`config.mk`:
```
export PLATFORM = sky130hd
export DESIGN_NAME = power_sequencer_fsm_core
export DESIGN_NICKNAME = d
export VERILOG_FILES = /design/src/hdl/pwrseq_pkg.sv /design/src/hdl/power_sequencer_fsm_core.sv /design/src/hdl/pwrseq_cfg.sv /design/src/hdl/pwrseq_core.sv
export SDC_FILE = /design/constraint.sdc
export NUM_CORES = 1
export LEC_CHECK = 0
export ABC_AREA = 1
export BUFFER_PORTS_ARGS = -buffer_cell sky130_fd_sc_hd__buf_2
export CORE_UTILIZATION = 45
export DETAILED_ROUTE_END_ITERATION = 10
export PLACE_DENSITY_LB_ADDON = 0.05
export SYNTH_ARGS = -nofsm -noshare
export SYNTH_HDL_FRONTEND = slang
export SYNTH_SLANG_ARGS = --single-unit
```
`constraint.sdc`:
```
create_clock -name clk -period 5.3 [get_ports clk]
set_input_delay 0.795 -clock clk [delete_from_list [all_inputs] [get_ports clk]]
set_output_delay 0.795 -clock clk [all_outputs]
set_load 0.005 [all_outputs]
```
`src/hdl/pwrseq_pkg.sv`:
```
package pwrseq_pkg;

	localparam int CNT_W = 16;
	localparam int LIM_W = 16;
	localparam int CMP_W = (CNT_W > LIM_W) ? CNT_W : LIM_W;
	localparam int BLINK_W = 16;
	localparam int HALF_W = 15;
	localparam int IDX_W = 3;
	localparam int CFG_DATA_W = 16;
	localparam int IN_DATA_W = 8;
	localparam int OUT_DATA_W = 32;

	localparam logic [CNT_W-1:0] CNT_MAX = '1;
	localparam logic [CNT_W-1:0] CNT_ONE = CNT_W'(1);

	typedef enum logic [3:0] {
		ST_IDLE        = 4'd0,
		ST_TURN_ON     = 4'd1,
		ST_WAIT_CONN   = 4'd2,
		ST_WAIT_STABLE = 4'd3,
		ST_TURN_OFF    = 4'd4,
		ST_WAIT_DISC   = 4'd5,
		ST_RELAY       = 4'd6,
		ST_ERR_ON      = 4'd7,
		ST_ERR_OFF     = 4'd8
	} seq_state_t;

	typedef enum logic [1:0] {
		LED_OFF    = 2'd0,
		LED_RED    = 2'd1,
		LED_GREEN  = 2'd2,
		LED_YELLOW = 2'd3
	} led_t;

	typedef enum logic {
		OP_TICK    = 1'b0,
		OP_REQUEST = 1'b1
	} opcode_t;

	typedef enum logic [IDX_W-1:0] {
		REG_CONNECT_TO    = 3'd0,
		REG_DISCONNECT_TO = 3'd1,
		REG_STABLE        = 3'd2,
		REG_RELAY_DELAY   = 3'd3,
		REG_ERROR_HOLD    = 3'd4,
		REG_BLINK_HALF    = 3'd5,
		REG_HOST_INST     = 3'd6,
		REG_ON_DUTY       = 3'd7
	} reg_idx_t;

	typedef struct packed {
		logic [LIM_W-1:0]  connect_timeout_ms;
		logic [LIM_W-1:0]  disconnect_timeout_ms;
		logic [LIM_W-1:0]  stable_ms;
		logic [LIM_W-1:0]  relay_delay;
		logic [LIM_W-1:0]  error_hold_ms;
		logic [HALF_W-1:0] blink_half_ms;
		logic              host_installed;
		logic [15:0]       on_duty;
	} cfg_t;

	typedef struct packed {
		logic        busy_res;
		logic        power_is_on;
		logic        powerdown_pulse;
		logic        host_switch;
		logic [15:0] pwm_duty;
		led_t        led_colour;
		seq_state_t  seq_state;
	} res_t;

	function automatic logic [CMP_W-1:0] clip_lim(input logic [LIM_W-1:0] lim);
		logic [CMP_W-1:0] l;
		logic [CMP_W-1:0] m;
		l = CMP_W'(lim);
		m = CMP_W'(CNT_MAX);
		return (l > m) ? m : l;
	endfunction

	function automatic logic reached(input logic [CNT_W-1:0] el, input logic [LIM_W-1:0] lim);
		return CMP_W'(el) >= clip_lim(lim);
	endfunction

	function automatic logic timed_out(input logic [CNT_W-1:0] el,
			input logic [LIM_W-1:0] lim);
		return (CMP_W'(el) > clip_lim(lim)) || (el == CNT_MAX);
	endfunction

endpackage

```
`src/hdl/power_sequencer_fsm_core.sv`:
```
// An accepted request waits in the input register; its result is registered for m_axis.
// One request per cycle while m_axis_tready is high; input and result register each hold one.
// A stalled result register holds the input register, which still accepts while empty.
// Reset (arst_n low, asynchronous): sequencer idle, counters, LED, duty and
// host switch cleared, registers back to their defaults, both stages empty.
module power_sequencer_fsm_core (
	input  logic                                clk,
	input  logic                                arst_n,
	input  logic                                s_axis_tvalid,
	output logic                                s_axis_tready,
	// [0] turn_on, [1] host_running, [7:2] zero
	input  logic [pwrseq_pkg::IN_DATA_W-1:0]    s_axis_tdata,
	// [0] opcode
	input  logic                                s_axis_tuser,
	output logic                                m_axis_tvalid,
	input  logic                                m_axis_tready,
	// [3:0] seq_state, [5:4] led_colour, [21:6] pwm_duty, [22] host_switch,
	// [23] powerdown_pulse, [24] power_is_on, [25] busy_res, [31:26] zero
	output logic [pwrseq_pkg::OUT_DATA_W-1:0]   m_axis_tdata,
	input  logic                                cfg_valid,
	output logic                                cfg_ready,
	input  logic [pwrseq_pkg::IDX_W-1:0]        cfg_index,
	input  logic [pwrseq_pkg::CFG_DATA_W-1:0]   cfg_data
);

	pwrseq_pkg::cfg_t cfg;
	pwrseq_pkg::res_t res;

	logic valid_s1, opcode_s1, turn_on_s1, running_s1;
	logic valid_s2;
	logic [pwrseq_pkg::OUT_DATA_W-1:0] tdata_s2;
	logic advance, in_take;

	assign cfg_ready     = 1'b1;
	assign advance       = valid_s1 && (!valid_s2 || m_axis_tready);
	assign s_axis_tready = !valid_s1 || advance;
	assign in_take       = s_axis_tvalid && s_axis_tready;

	pwrseq_cfg u_cfg (
		.clk      (clk),
		.arst_n   (arst_n),
		.wr_en    (cfg_valid && cfg_ready),
		.wr_index (cfg_index),
		.wr_data  (cfg_data),
		.cfg      (cfg)
	);

	pwrseq_core u_core (
		.clk          (clk),
		.arst_n       (arst_n),
		.step         (advance),
		.opcode       (opcode_s1),
		.turn_on      (turn_on_s1),
		.host_running (running_s1),
		.cfg          (cfg),
		.res          (res)
	);

	always_ff @(posedge clk or negedge arst_n) begin
		if (!arst_n) begin
			valid_s1 <= 1'b0;
			valid_s2 <= 1'b0;
		end else begin
			if (in_take)
				valid_s1 <= 1'b1;
			else if (advance)
				valid_s1 <= 1'b0;
			if (advance)
				valid_s2 <= 1'b1;
			else if (m_axis_tready)
				valid_s2 <= 1'b0;
		end
	end

	always_ff @(posedge clk) begin
		if (in_take) begin
			opcode_s1  <= s_axis_tuser;
			turn_on_s1 <= s_axis_tdata[0];
			running_s1 <= s_axis_tdata[1];
		end
		if (advance)
			tdata_s2 <= {6'd0, res};
	end

	assign m_axis_tvalid = valid_s2;
	assign m_axis_tdata  = tdata_s2;

endmodule

```
`src/hdl/pwrseq_cfg.sv`:
```
module pwrseq_cfg (
	input  logic                               clk,
	input  logic                               arst_n,
	input  logic                               wr_en,
	input  logic [pwrseq_pkg::IDX_W-1:0]       wr_index,
	input  logic [pwrseq_pkg::CFG_DATA_W-1:0]  wr_data,
	output pwrseq_pkg::cfg_t                   cfg
);

	pwrseq_pkg::cfg_t cfg_q;

	always_ff @(posedge clk or negedge arst_n) begin
		if (!arst_n) begin
			cfg_q.connect_timeout_ms    <= 16'd15000;
			cfg_q.disconnect_timeout_ms <= 16'd20000;
			cfg_q.stable_ms             <= 16'd2000;
			cfg_q.relay_delay           <= 16'd5000;
			cfg_q.error_hold_ms         <= 16'd3000;
			cfg_q.blink_half_ms         <= 15'd250;
			cfg_q.host_installed        <= 1'b1;
			cfg_q.on_duty               <= 16'd720;
		end else if (wr_en) begin
			unique case (pwrseq_pkg::reg_idx_t'(wr_index))
				pwrseq_pkg::REG_CONNECT_TO:    cfg_q.connect_timeout_ms <= wr_data;
				pwrseq_pkg::REG_DISCONNECT_TO: cfg_q.disconnect_timeout_ms <= wr_data;
				pwrseq_pkg::REG_STABLE:        cfg_q.stable_ms <= wr_data;
				pwrseq_pkg::REG_RELAY_DELAY:   cfg_q.relay_delay <= wr_data;
				pwrseq_pkg::REG_ERROR_HOLD:    cfg_q.error_hold_ms <= wr_data;
				pwrseq_pkg::REG_BLINK_HALF:
					cfg_q.blink_half_ms <= wr_data[pwrseq_pkg::HALF_W-1:0];
				pwrseq_pkg::REG_HOST_INST:     cfg_q.host_installed <= wr_data[0];
				pwrseq_pkg::REG_ON_DUTY:       cfg_q.on_duty <= wr_data;
			endcase
		end
	end

	assign cfg = cfg_q;

endmodule

```
`src/hdl/pwrseq_core.sv`:
```
module pwrseq_core (
	input  logic                clk,
	input  logic                arst_n,
	input  logic                step,
	input  logic                opcode,
	input  logic                turn_on,
	input  logic                host_running,
	input  pwrseq_pkg::cfg_t    cfg,
	output pwrseq_pkg::res_t    res
);

	pwrseq_pkg::seq_state_t state_q, state_d;
	logic [pwrseq_pkg::CNT_W-1:0]   elapsed_q, elapsed_d, el_inc;
	logic [pwrseq_pkg::BLINK_W-1:0] blink_q, blink_d, bl_inc;
	logic [pwrseq_pkg::BLINK_W:0]   bl_next;
	logic [pwrseq_pkg::BLINK_W-1:0] period;
	logic                           pon_q, pon_d;
	pwrseq_pkg::led_t               led_q, led_d;
	logic [15:0]                    duty_q, duty_d;
	logic                           hs_q, hs_d;
	logic                           pulse;
	logic                           tick, req, blink_off;

	assign tick = step && (pwrseq_pkg::opcode_t'(opcode) == pwrseq_pkg::OP_TICK);
	assign req  = step && (pwrseq_pkg::opcode_t'(opcode) == pwrseq_pkg::OP_REQUEST);

	assign el_inc    = (elapsed_q == pwrseq_pkg::CNT_MAX) ? elapsed_q
	                 : elapsed_q + pwrseq_pkg::CNT_ONE;
	assign period    = {cfg.blink_half_ms, 1'b0};
	assign bl_next   = {1'b0, blink_q} + 17'd1;
	assign bl_inc    = (bl_next >= {1'b0, period}) ? '0 : bl_next[pwrseq_pkg::BLINK_W-1:0];
	assign blink_off = bl_inc < {1'b0, cfg.blink_half_ms};

	// next state
	always_comb begin
		state_d = state_q;
		if (req) begin
			if (state_q == pwrseq_pkg::ST_IDLE && turn_on != pon_q)
				state_d = turn_on ? pwrseq_pkg::ST_TURN_ON : pwrseq_pkg::ST_TURN_OFF;
		end else if (tick) begin
			unique case (state_q)
				pwrseq_pkg::ST_IDLE: ;
				pwrseq_pkg::ST_TURN_ON:
					state_d = cfg.host_installed ? pwrseq_pkg::ST_WAIT_CONN
					                             : pwrseq_pkg::ST_WAIT_STABLE;
				pwrseq_pkg::ST_WAIT_CONN: begin
					if (host_running)
						state_d = pwrseq_pkg::ST_WAIT_STABLE;
					else if (pwrseq_pkg::timed_out(el_inc, cfg.connect_timeout_ms))
						state_d = pwrseq_pkg::ST_ERR_ON;
				end
				pwrseq_pkg::ST_WAIT_STABLE: begin
					if (pwrseq_pkg::reached(el_inc, cfg.stable_ms))
						state_d = pwrseq_pkg::ST_IDLE;
				end
				pwrseq_pkg::ST_TURN_OFF:
					state_d = cfg.host_installed ? pwrseq_pkg::ST_WAIT_DISC
					                             : pwrseq_pkg::ST_RELAY;
				pwrseq_pkg::ST_WAIT_DISC: begin
					if (!host_running)
						state_d = pwrseq_pkg::ST_RELAY;
					else if (pwrseq_pkg::timed_out(el_inc, cfg.disconnect_timeout_ms))
						state_d = pwrseq_pkg::ST_ERR_OFF;
				end
				pwrseq_pkg::ST_RELAY: begin
					if (pwrseq_pkg::reached(el_inc, cfg.relay_delay))
						state_d = pwrseq_pkg::ST_IDLE;
				end
				pwrseq_pkg::ST_ERR_ON, pwrseq_pkg::ST_ERR_OFF: begin
					if (pwrseq_pkg::reached(el_inc, cfg.error_hold_ms))
						state_d = pwrseq_pkg::ST_IDLE;
				end
				default: ;
			endcase
		end
	end

	// outputs and counters; every state change restarts both counters
	always_comb begin
		elapsed_d = elapsed_q;
		blink_d   = blink_q;
		pon_d     = pon_q;
		led_d     = led_q;
		duty_d    = duty_q;
		hs_d      = hs_q;
		pulse     = 1'b0;
		if (tick) begin
			elapsed_d = el_inc;
			blink_d   = bl_inc;
			unique case (state_q)
				pwrseq_pkg::ST_IDLE: ;
				pwrseq_pkg::ST_TURN_ON: begin
					duty_d = cfg.on_duty;
					if (cfg.host_installed)
						hs_d = 1'b1;
				end
				pwrseq_pkg::ST_WAIT_CONN, pwrseq_pkg::ST_WAIT_DISC:
					led_d = blink_off ? pwrseq_pkg::LED_OFF : pwrseq_pkg::LED_YELLOW;
				pwrseq_pkg::ST_WAIT_STABLE, pwrseq_pkg::ST_ERR_OFF: begin
					led_d = blink_off ? pwrseq_pkg::LED_OFF : pwrseq_pkg::LED_GREEN;
					if (state_d == pwrseq_pkg::ST_IDLE) begin
						led_d = pwrseq_pkg::LED_GREEN;
						pon_d = 1'b1;
					end
				end
				pwrseq_pkg::ST_TURN_OFF:
					pulse = cfg.host_installed;
				pwrseq_pkg::ST_RELAY, pwrseq_pkg::ST_ERR_ON: begin
					if (state_q == pwrseq_pkg::ST_RELAY)
						led_d = blink_off ? pwrseq_pkg::LED_OFF : pwrseq_pkg::LED_YELLOW;
					else
						led_d = blink_off ? pwrseq_pkg::LED_OFF : pwrseq_pkg::LED_RED;
					if (state_d == pwrseq_pkg::ST_IDLE) begin
						duty_d = '0;
						hs_d   = 1'b0;
						led_d  = pwrseq_pkg::LED_YELLOW;
						pon_d  = 1'b0;
					end
				end
				default: ;
			endcase
		end
		if (state_d != state_q) begin
			elapsed_d = '0;
			blink_d   = '0;
		end
	end

	always_ff @(posedge clk or negedge arst_n) begin
		if (!arst_n) begin
			state_q   <= pwrseq_pkg::ST_IDLE;
			elapsed_q <= '0;
			blink_q   <= '0;
			pon_q     <= 1'b0;
			led_q     <= pwrseq_pkg::LED_OFF;
			duty_q    <= '0;
			hs_q      <= 1'b0;
		end else if (step) begin
			state_q   <= state_d;
			elapsed_q <= elapsed_d;
			blink_q   <= blink_d;
			pon_q     <= pon_d;
			led_q     <= led_d;
			duty_q    <= duty_d;
			hs_q      <= hs_d;
		end
	end

	always_comb begin
		res.seq_state       = state_d;
		res.led_colour      = led_d;
		res.pwm_duty        = duty_d;
		res.host_switch     = hs_d;
		res.powerdown_pulse = pulse;
		res.power_is_on     = pon_d;
		res.busy_res        = (state_d != pwrseq_pkg::ST_IDLE);
	end

endmodule

```
# After elaboration in Yosys (flattened, before gate mapping)
# Cells that the tools add are included.
# word_totals
elab_cells,136
inputBits,33
reg_bits,199
out_inout_bits,35
# classes
eq_ne,19
reduce_logical,32
bitwise_logic,1
magnitude_cmp,12
add_sub_neg,2
muxes,48
# ops
operator,n
$mux W16,13
$gt A16 B16 Y1 const B,5
$ge A16 B16 Y1,3
$mux W4,10
$eq A16 B16 Y1 const B,2
$gt A16 B16 Y1,2
$pmux W16 S2,1
$pmux W4 S7,1
$reduce_and A2 Y1,10
$add A16 B1 Y17 const B,1
$ge A17 B16 Y1,1
$add A16 B1 Y16 const B,1
$eq A4 B3 Y1 const B,4
$lt A16 B15 Y1,1
$mux W2,7
$eq A3 B3 Y1 const B,4
$mux W1,12
$eq A4 B2 Y1 const B,2
$logic_not A4 Y1,2
$reduce_or A2 Y1,4
$eq A3 B2 Y1 const B,2
$pmux W2 S3,1
$reduce_bool A2 Y1,3
$logic_and A1 B1 Y1,5
other kinds (12),17

# Longest topological paths before layout
# logic_depth
word_depth,13
ltp_mapped,31
depth_no_buf,30

# By module
# From an unflattened synthesis, not the netlist that was laid out.
# hier_totals
hier_cells,1665
hier_area_um2,12543.3
# by_module_without_submodules
mod,seq_area_each_um2,cells_each,n_inst,area_each_um2
pwrseq_core,1401.3,1119,1,7045.5
pwrseq_cfg,2854.0,496,1,4471.8
power_sequencer_fsm_core,920.9,50,1,1026.0

# Least setup slack after synthesis
# OpenSTA, ideal clock, no wires.
# synth_timing
path_kind,register to register
startpoint,reg u_core.blink_q[0] (netlist name)
endpoint,"reg tdata_s2 (netlist bit m_axis_tdata[5]), data pin"
period_less_slack_ns,3.899
setup_ns,0.256
required_ns,5.044
setup_slack_ns,1.401
t_arrival_ns,3.643
path_buffers,1
stages_incl_launch_ff,29
path_cell_list,dfrtp_1 ha_1 nand2_1 nor2_1 nand2_1 nor2_1 nand2_1 nor2_1 xnor2_1 inv_1 ha_1 a21oi_1 or2_2 nand4_1 nor2_1 nand2_1 clkbuf_1 nor2_1 ha_1 nand2_1 nor2_1 a211oi_1 o2111ai_1 inv_1 nand2_1 nand2_1 nand2_1 nor2_1 nor2_1
# synth_rtl
element,line_no,rtl
"start, declared",pwrseq_core.sv:14,"logic [pwrseq_pkg::BLINK_W-1:0] blink_q, blink_d, bl_inc;"
"start signal, assigned",pwrseq_core.sv:141,blink_q <= blink_d;
"end signal, assigned",power_sequencer_fsm_core.sv:82,"tdata_s2 <= {6'd0, res};"
"end, declared",power_sequencer_fsm_core.sv:31,logic [pwrseq_pkg::OUT_DATA_W-1:0] tdata_s2;

==> summary.txt <==
Synthesis
  – Syn. warnings: 0
  – Compound-Gate Fraction of Synth Area: 9.257%
  – Post-synthesis sequential area ratio: 42.46%
  – Post-synth EDFFs: 29
  – Synth Area in Simple Gates: 26.46%
  – Asr flop ratio synth: 85.43%
  – Leading area contributor after synthesis: dfrtp_1
  – Distinct cells, synth: 42
  – Synthesized area per cell: 7.855 um^2
  – Post-Synthesis Cells: 1552
  – Share of the synthesized area in the top cell type: 26.48%
  – Synth Cell Area: 0.01219 mm^2
  – Synth Area in Adders: 11.39%
  – Post-synthesis xor/xnor area fraction: 0.9339%
  – Multiplexer share of the synthesized area: 0%
  – Synth area leaders: dfrtp_1, nand2_1, ha_1
  – FF+latch count, synth: 199
  – Largest family of logic cells by synthesized area: simple AND/OR/NAND/NOR gates
  – Top_reg_cell synth: dfrtp_1

STA
  – Slew HR: 23.91%
  – Min cycle time layout: 4.665 ns
  – Total negative setup slack: 0 ns
  – Clock Skews: 0.01732 ns
  – Final cycle utilization of the critical path: 88.03%
  – Final hold violations: 0
  – Worst-margin pin slew: 1.140 ns
  – Unrepaired setup endpoints after global routing: no
  – # setup viols final: 0
  – Top achievable clock speed: 214.3 MHz
  – Final max-slew violation count: 0
  – WHS: 0.4600 ns

Die
  – Placeable Area: 0.02635 mm^2
  – Die X: 166.6 um
  – IO Count: 68
  – Die H: 166.6 um
  – Die Area: 0.02776 mm^2
  – Std-Cell Rows: 59
  – Initial Util: 46.26%

Worst hold path
  – Worst Hold Class: primary input to asynchronous set/reset pin

CTS
  – Worst-Skew Late Latency: 0.45 ns
  – TritonCTS clock tree: yes
  – H-tree depth: 4
  – Worst-path clk slew: 0.08 ns
  – Clock Sinks: 199
  – CTS root buffer: clkbuf_16
  – Num CTS Buffers: 17
  – Clock Path Buffers: 2

Critical path
  – Critical path's largest stage delay: 0.44 ns
  – Req. time, crit path: 5.50 ns
  – Slowest cell on the critical path: dfrtp_1
  – CP Max Fanout: 9
  – Endpoint arrival time on the critical path: 4.86 ns
  – Crit Path Class: register to register
  – Largest delay share family, worst path: simple AND/OR/NAND/NOR gates
  – CP endpoint kind: register
  – Buffers & Inverters on Critical Path: 3
  – Critical Path Source Type: register

Final layout
  – Commonest non-fill, non-tap cell in the layout: nand2_1
  – Fin util: 50.49%
  – Filler instances: 2583
  – Antenna Cells: 0
  – Commonest non-fill, non-tap cells in the layout: nand2_1, inv_1, dfrtp_1
  – Ratio of cells with drive above 1 in the final layout: 11.03%
  – Area growth from synthesis to layout: 9.134%
  – Nets: 1727
  – Non-filler cells, final: 1931

GRT
  – Total Routing Usage GR: 23.50%
  – Pin count of the biggest net entering global routing: 96
  – Global route overflow: 0
  – First-pass GRT wire length: 50780 um
  – Vias in the first global route: 9360
  – Initial antenna violation count: 2

Power
  – P_leak: 6.984 nW
  – PwrDens: 390.1 mW/mm^2
  – Peak VDD IR: 0.2828 mV
  – Total power draw: 5.191 mW

Placement
  – Placed Cells: 1899
  – Placer Congestion: 0.8889
  – IO buf count: 54
  – DP HPWL: 21680 um

Route
  – Post-route DRC: 0
  – Avg WL per Cell: 16.14 um
  – Avg Vias per Cell: 5.160
  – Routed WL: 31160 um
  – Antenna-violating nets left: 0
  – Vias: 9964
  – Total iterations of the first detailed-routing run: 5
  – Detailed Route Iter0 Violations: 780

Run
  – Max-capacitance violation count: 0

Run status
  – Status: finished clean
[layout make-up]
cell class,count,area (um^2),area share [%]
multi-input cells,1077,5898,44.33
flip-flops and latches,199,5176,38.90
inverters,226,848.3,6.376
clock buffers,19,452.9,3.404
well taps,335,419.2,3.150
repair buffers,62,336.6,2.530
clock inverters,13,173.9,1.307
[synthesized netlist by cell type, drive strengths merged (6+ instances only)]
| master | count |
|---|---|
| buf | 24 |
| inv | 223 |
| nor3 | 17 |
| o21bai | 6 |
| a21oi | 72 |
| nand2 | 452 |
| dfrtp | 129 |
| clkbuf | 31 |
| dfstp | 41 |
| nand3 | 45 |
| xor2 | 11 |
| nand4 | 82 |
| ha | 111 |
| nor2 | 128 |
| edfxtp | 29 |
| o21ai | 125 |
[per-layer routing]
layer | part of all wire, % | global-route usage, %
met5 | 0 | 0
met2 | 45 | 36.90
met1 | 50 | 34.15
met4 | 1.6 | 5.998
met3 | 3.6 | 3.113
[cells by family after synthesis]
group	Yosys count
adder cells (fa/ha/maj)	111
AO/OA/AOI/OAI	215
flip-flops	199
buffers and inverters	281
AND/OR/NAND/NOR	731
XOR/XNOR	13
other	2
[worst reg2reg max path, delay by kind of cell, from the launching register on]
family / cells / cell delay [ns]
xor+xnor: 1 / 0.23
fa+ha+maj: 2 / 0.57
buf+inv: 3 / 0.28
simple gates: 20 / 2.51
compound gates: 2 / 0.41
flops: 1 / 0.44
[power breakdown]
group / internal (mW) / switching (mW)
clock: 0.747 / 0.657
sequential: 1.94 / 0.175
combinational: 0.502 / 1.17
[state kept, by name, summed over array words and instances, names as in the netlist]
register and cells:
valid_s1 1, u_core.elapsed_q 16, m_axis_tvalid 1, u_core.hs_q 1, u_core.pon_q 1, u_cfg.cfg 112
u_core.blink_q 16, turn_on_s1 1, opcode_s1 1, u_core.duty_q 16, running_s1 1, m_axis_tdata 26
u_core.led_q 2, u_core.state_q 4
[repair_timing]
action,CTS,global route
setup buffers,0,0
setup endpoints to repair,0,1
endpoints found under the hold margin,0,0
gates resized for setup,0,1
hold buffers,0,0
[worst paths after layout]
kind	slack [ns]	depth (start not counted)	end	startpoint
max in group asynchronous	3.74	2	u_cfg.cfg[9]	arst_n
min in group clk	0.48	2	u_cfg.cfg[59]	u_cfg.cfg[59]
setup / recovery	0.63	28	m_axis_tdata[5]	u_core.blink_q[0]
hold reg to reg	0.48	2	u_cfg.cfg[59]	u_cfg.cfg[59]
hold / removal	0.46	1	u_core.elapsed_q[14]	arst_n
setup reg to reg	0.63	28	m_axis_tdata[5]	u_core.blink_q[0]
[per-stage QoR]
step / worst slack, ns / cell area (um^2)
5_1_grt: 0.09504 / 13310
3_5_place_dp: 0.6306 / 12680
6_report: 0.6346 / 13310
4_1_cts: 0.5009 / 13300
3_3_place_gp: 0.6806 / 12680
2_1_floorplan: 1.401 / 12210
No activity file was read; power rests on OpenSTA's default activity.
